<file path="src/hdl/zpc_ram.sv">
`timescale 1ns / 1ps

module zpc_ram #(
   parameter int WIDTH = 16,
   parameter int DEPTH = 16,
   localparam int ADDR_W = (DEPTH > 1) ? $clog2(DEPTH) : 1
) (
   input  logic              clock,
   input  logic              wr_en,
   input  logic [ADDR_W-1:0] wr_addr,
   input  logic [WIDTH-1:0]  wr_data,
   input  logic [ADDR_W-1:0] rd_addr,
   output logic [WIDTH-1:0]  rd_data
);

   logic [WIDTH-1:0] mem [DEPTH];
   logic [WIDTH-1:0] rd_data_ff;

   always_ff @(posedge clock) begin
      if (wr_en) begin
         mem[wr_addr] <= wr_data;
      end
      rd_data_ff <= mem[rd_addr];
   end

   assign rd_data = rd_data_ff;

endmodule

</file>
<file path="config.mk">
export PLATFORM = sky130hd
export DESIGN_NAME = zpc_ram
export DESIGN_NICKNAME = d
export VERILOG_FILES = /design/src/hdl/zpc_ram.sv
export SDC_FILE = /design/constraint.sdc
export NUM_CORES = 1
export LEC_CHECK = 0
export BUFFER_PORTS_ARGS = -buffer_cell sky130_fd_sc_hd__buf_4
export CORE_MARGIN = 3
export CORE_UTILIZATION = 45
export CTS_CLUSTER_DIAMETER = 30
export DETAILED_ROUTE_END_ITERATION = 12
export SLEW_MARGIN = 25
export SYNTH_ARGS = -nofsm -noshare
export SYNTH_HDL_FRONTEND = slang
export SYNTH_SLANG_ARGS = --single-unit
</file>
<file path="constraint.sdc">
create_clock -name clock -period 4.14 [get_ports clock]
set_clock_uncertainty 0.2 [all_clocks]
set_input_delay 0.207 -clock clock [delete_from_list [all_inputs] [get_ports clock]]
set_output_delay 0.207 -clock clock [all_outputs]
set_load 0.01 [all_outputs]
</file>
==> results.md <==
* GR Layer Usage met2 at 27.8%
* Final TNS setup at 0 ns
* Final WL at 20.5 mm
* Synth warn at 0
* Diode count at 0
* Pleak at 4.23 nW
* Unrepaired setup endpoints after global routing: false
* Netlist cell types at 19
* Syn Area/Cell at 23.2 um^2
* Worst Path Required at 4.40 ns
* Post CTS Setup Buffer Count at 0
* Critical Path AT at 2.13 ns
* CTS tree: done
* Total gr overflow at 0
* Slew Viols, Final at 0
* Post-synth net total at 458
* Max VDD drop at 327 uV
* Startpoint types: input pin
* CTS resizes at 0
* First-pass GRT wire length at 31.5 mm
* Launching point of the worst reg2reg path: mem[10][4]
* Syn Inst Count at 432
* Seq/Total Area, Yosys at 79.7%
* Fin. Hold Viols at 0
* Sw frac at 20.9%
* Post-route DRC at 0
* Cell Int Power at 0.00580 W
* Pwr dens at 580 nW/um^2
* Share of power burned in the clock network at 53.6%
* Kind of critical path: input pin to flop
* CP max-delay cell: nor2b_2
* Filler cell count in the final layout at 1617
* Number of global-route vias before repair at 5244
* Max frequency at 536 MHz
* Max Root-Sink Buffers at 3
* Area grow syn2layout at 25.8%
* CTS Root Cell: clkbuf_16
* Synthesized cell area at 10000 um^2
* Status: finished, final reports clean
* Drt first pass iters at 4
* CTS Sinks at 272
* Endpoints failing setup at 0
* Via density at 5.61
* Combinational power share at 4.1%
* Seq pwr share at 42.3%
* Worst-Margin Slew at 1.06 ns
* Ratio of cells with drive above 1 in the final layout at 37.3%
* Met1 Usage GRT at 25.2%
* I/O pin total at 42
* Post-synth top area share at 76.5%
* DRT iter0 DRCs at 288
* Max_cap viols at 0
* Placed Area at 10800 um^2
* Clock slew at reported path FFs at 0.05 ns
* Cell Chain, Critical Path: dlygate4sd3_1, buf_4, nor2b_2, a22oi_1, nand2_1
* Largest net degree at the start of global routing at 65
* H-tree levels at 2
* PortBufs at 41
* Synth area leader: edfxtp_1
* Met3 usage at 3.59%
* CP endpoint kind: flop
* R2R depth at 3
* Design Area, Final at 12600 um^2
* Switch Pwr at 0.00153 W
* Critical Path Fanout Max at 16
* Worst slew margin at 29.3%
* Die W at 155 um
* Min-delay src: wr_addr[0]
* WL/cell at 23.9 um
* Layout Nets at 563
* Detail Placement HPWL at 10.8 mm
* Die area at 24100 um^2
* Final worst path period need at 1.86 ns
* CP delay by family, top: simple AND/OR/NAND/NOR gates
* Buffer and inverter count on the worst path at 2
* Placer Congestion at 0.707
* Min-Delay Endpoint: mem[12][9]
* DIE HEIGHT at 155 um
* Post-DRT Antenna Nets at 0
* Worst hold path class: input pin to flop
* Core footprint at 21900 um^2
* Slowest Stage Delay on Critical Path at 0.84 ns
* Seq cells post-synth at 272
* Total CTS buffers at 49
* Hold depth at 3
* Fin crit share at 45.0%
* FF-to-FF setup slack at 2.57 ns
* R2R Path End: rd_data[4]
* Busiest grt layer: met2
* Ranking of synthesized cells by area: edfxtp_1 (77%), mux4_2 (12%), dfxtp_1 (3.2%)
* Via Count at 4807
* Rows at 54
* Initial Util at 45.9%
* Clock insertion delay at the later pin of the skew report at 0.53 ns
* Gr usage total at 17.6%
* Initial antenna violation count at 0
-- power groups by stage --
| stage | Clock (W) | Sequential (W) | Combinational (W) |
|---|---|---|---|
| finish | 0.00393 | 0.00310 | 0.000298 |
| global route | 0.00412 | 0.00310 | 0.000327 |
| CTS | 0.00399 | 0.00310 | 0.000305 |
| detailed placement | 0 | 0.00315 | 0.000292 |
| global placement | 0 | 0.00315 | 0.000283 |
| floorplan | 0 | 0.00316 | 0.000150 |
-- what timing repair did --
action / in CTS / in global routing
hold buffers: 17 / 0
endpoints found under the setup margin: 0 / 0
hold endpoints to repair: 261 / 0
-- cells in the final DEF (no fill, tap or decap), drive strengths merged --
master / count
edfxtp: 256
mux4: 64
buf: 58
clkbuf: 54
a22oi: 32
nand2: 17
dlygate4sd3: 17
dfxtp: 16
clkinv: 15
nor2: 13
clkinvlp: 9
inv: 8
bufinv: 5
nor3: 4
nand3b: 2
nand2b: 2
nor2b: 2
and2: 1
nand3: 1
or3b: 1
-- routing by layer --
metal | vias up | part of all wire (%)
met5 | - | 0
met4 | 0 | 2.1
met3 | 37 | 5.4
met2 | 153 | 49
met1 | 2548 | 44
li1 | 2069 | -
-- registers in the layout (all words and copies together), names as in the netlist --
name     count
mem        256
rd_data     16
-- layout make-up --
class                           count  area (um^2)  share of cell area (%)
Sequential cell                   272         8010                    63.4
Multi-Input combinational cell    139         1990                    15.7
Clock buffer                       54         1290                    10.2
Timing Repair Buffer               75          618                    4.89
Clock inverter                     37          380                    3.01
Tap cell                          280          350                    2.77
-- stage by stage --
step | hold slack [ns] | power, W | worst slack [ns] | cells | util (%)
final | 0.102 | 0.00733 | 2.28 | 857 | 57.7
after floorplan | 0.106 | 0.00331 | 1.68 | 432 | -
after global routing | 0.100 | 0.00756 | 2.19 | 857 | 57.7
after global placement | 0.293 | 0.00343 | 1.80 | 749 | 49.2
after CTS | 0.0758 | 0.00740 | 2.27 | 857 | 57.7
after detailed placement | 0.309 | 0.00345 | 1.78 | 749 | 49.3
-- worst register-to-register path: cells and delay by family (launching register included) --
kind / cells / cell delay (ns)
DFF: 1 / 0.37
AOI/OAI and AO/OA: 1 / 0.26
and+or+nand+nor: 1 / 0.10
muxes: 1 / 0.50
-- synth_stat cells, drive strengths merged --
master,instances
nor2b,2
clkbuf,8
dfxtp,16
buf,13
nand2,17
nand3,1
or3b,1
mux4,64
nor3,4
nand2b,2
a22oi,32
edfxtp,256
nor2,13
and2,1
nand3b,2
-- cells by family (layout without fill, tap and decap cells) --
kind of cell | after synthesis | in the layout | share of synthesized area (%)
AOI/OAI and AO/OA | 32 | 32 | 2.39
muxes | 64 | 64 | 14.7
and+or+nand+nor | 43 | 43 | 1.92
DFF | 272 | 272 | 79.7
buffers and inverters | 21 | 166 | 1.23
-- worst max-delay path by stage --
stage,startpoint,end,slack [ns],cells after the start
global route,rd_addr[0],rd_data[15],2.19,5
CTS,rd_addr[3],rd_data[4],2.27,5
floorplan,wr_addr[2],mem[0][0],1.68,2
finish,rd_addr[3],rd_data[4],2.28,5
detailed placement,rd_addr[0],rd_data[9],1.78,5
global placement,rd_addr[0],rd_data[11],1.80,5
(Power assumes the default switching activity.)
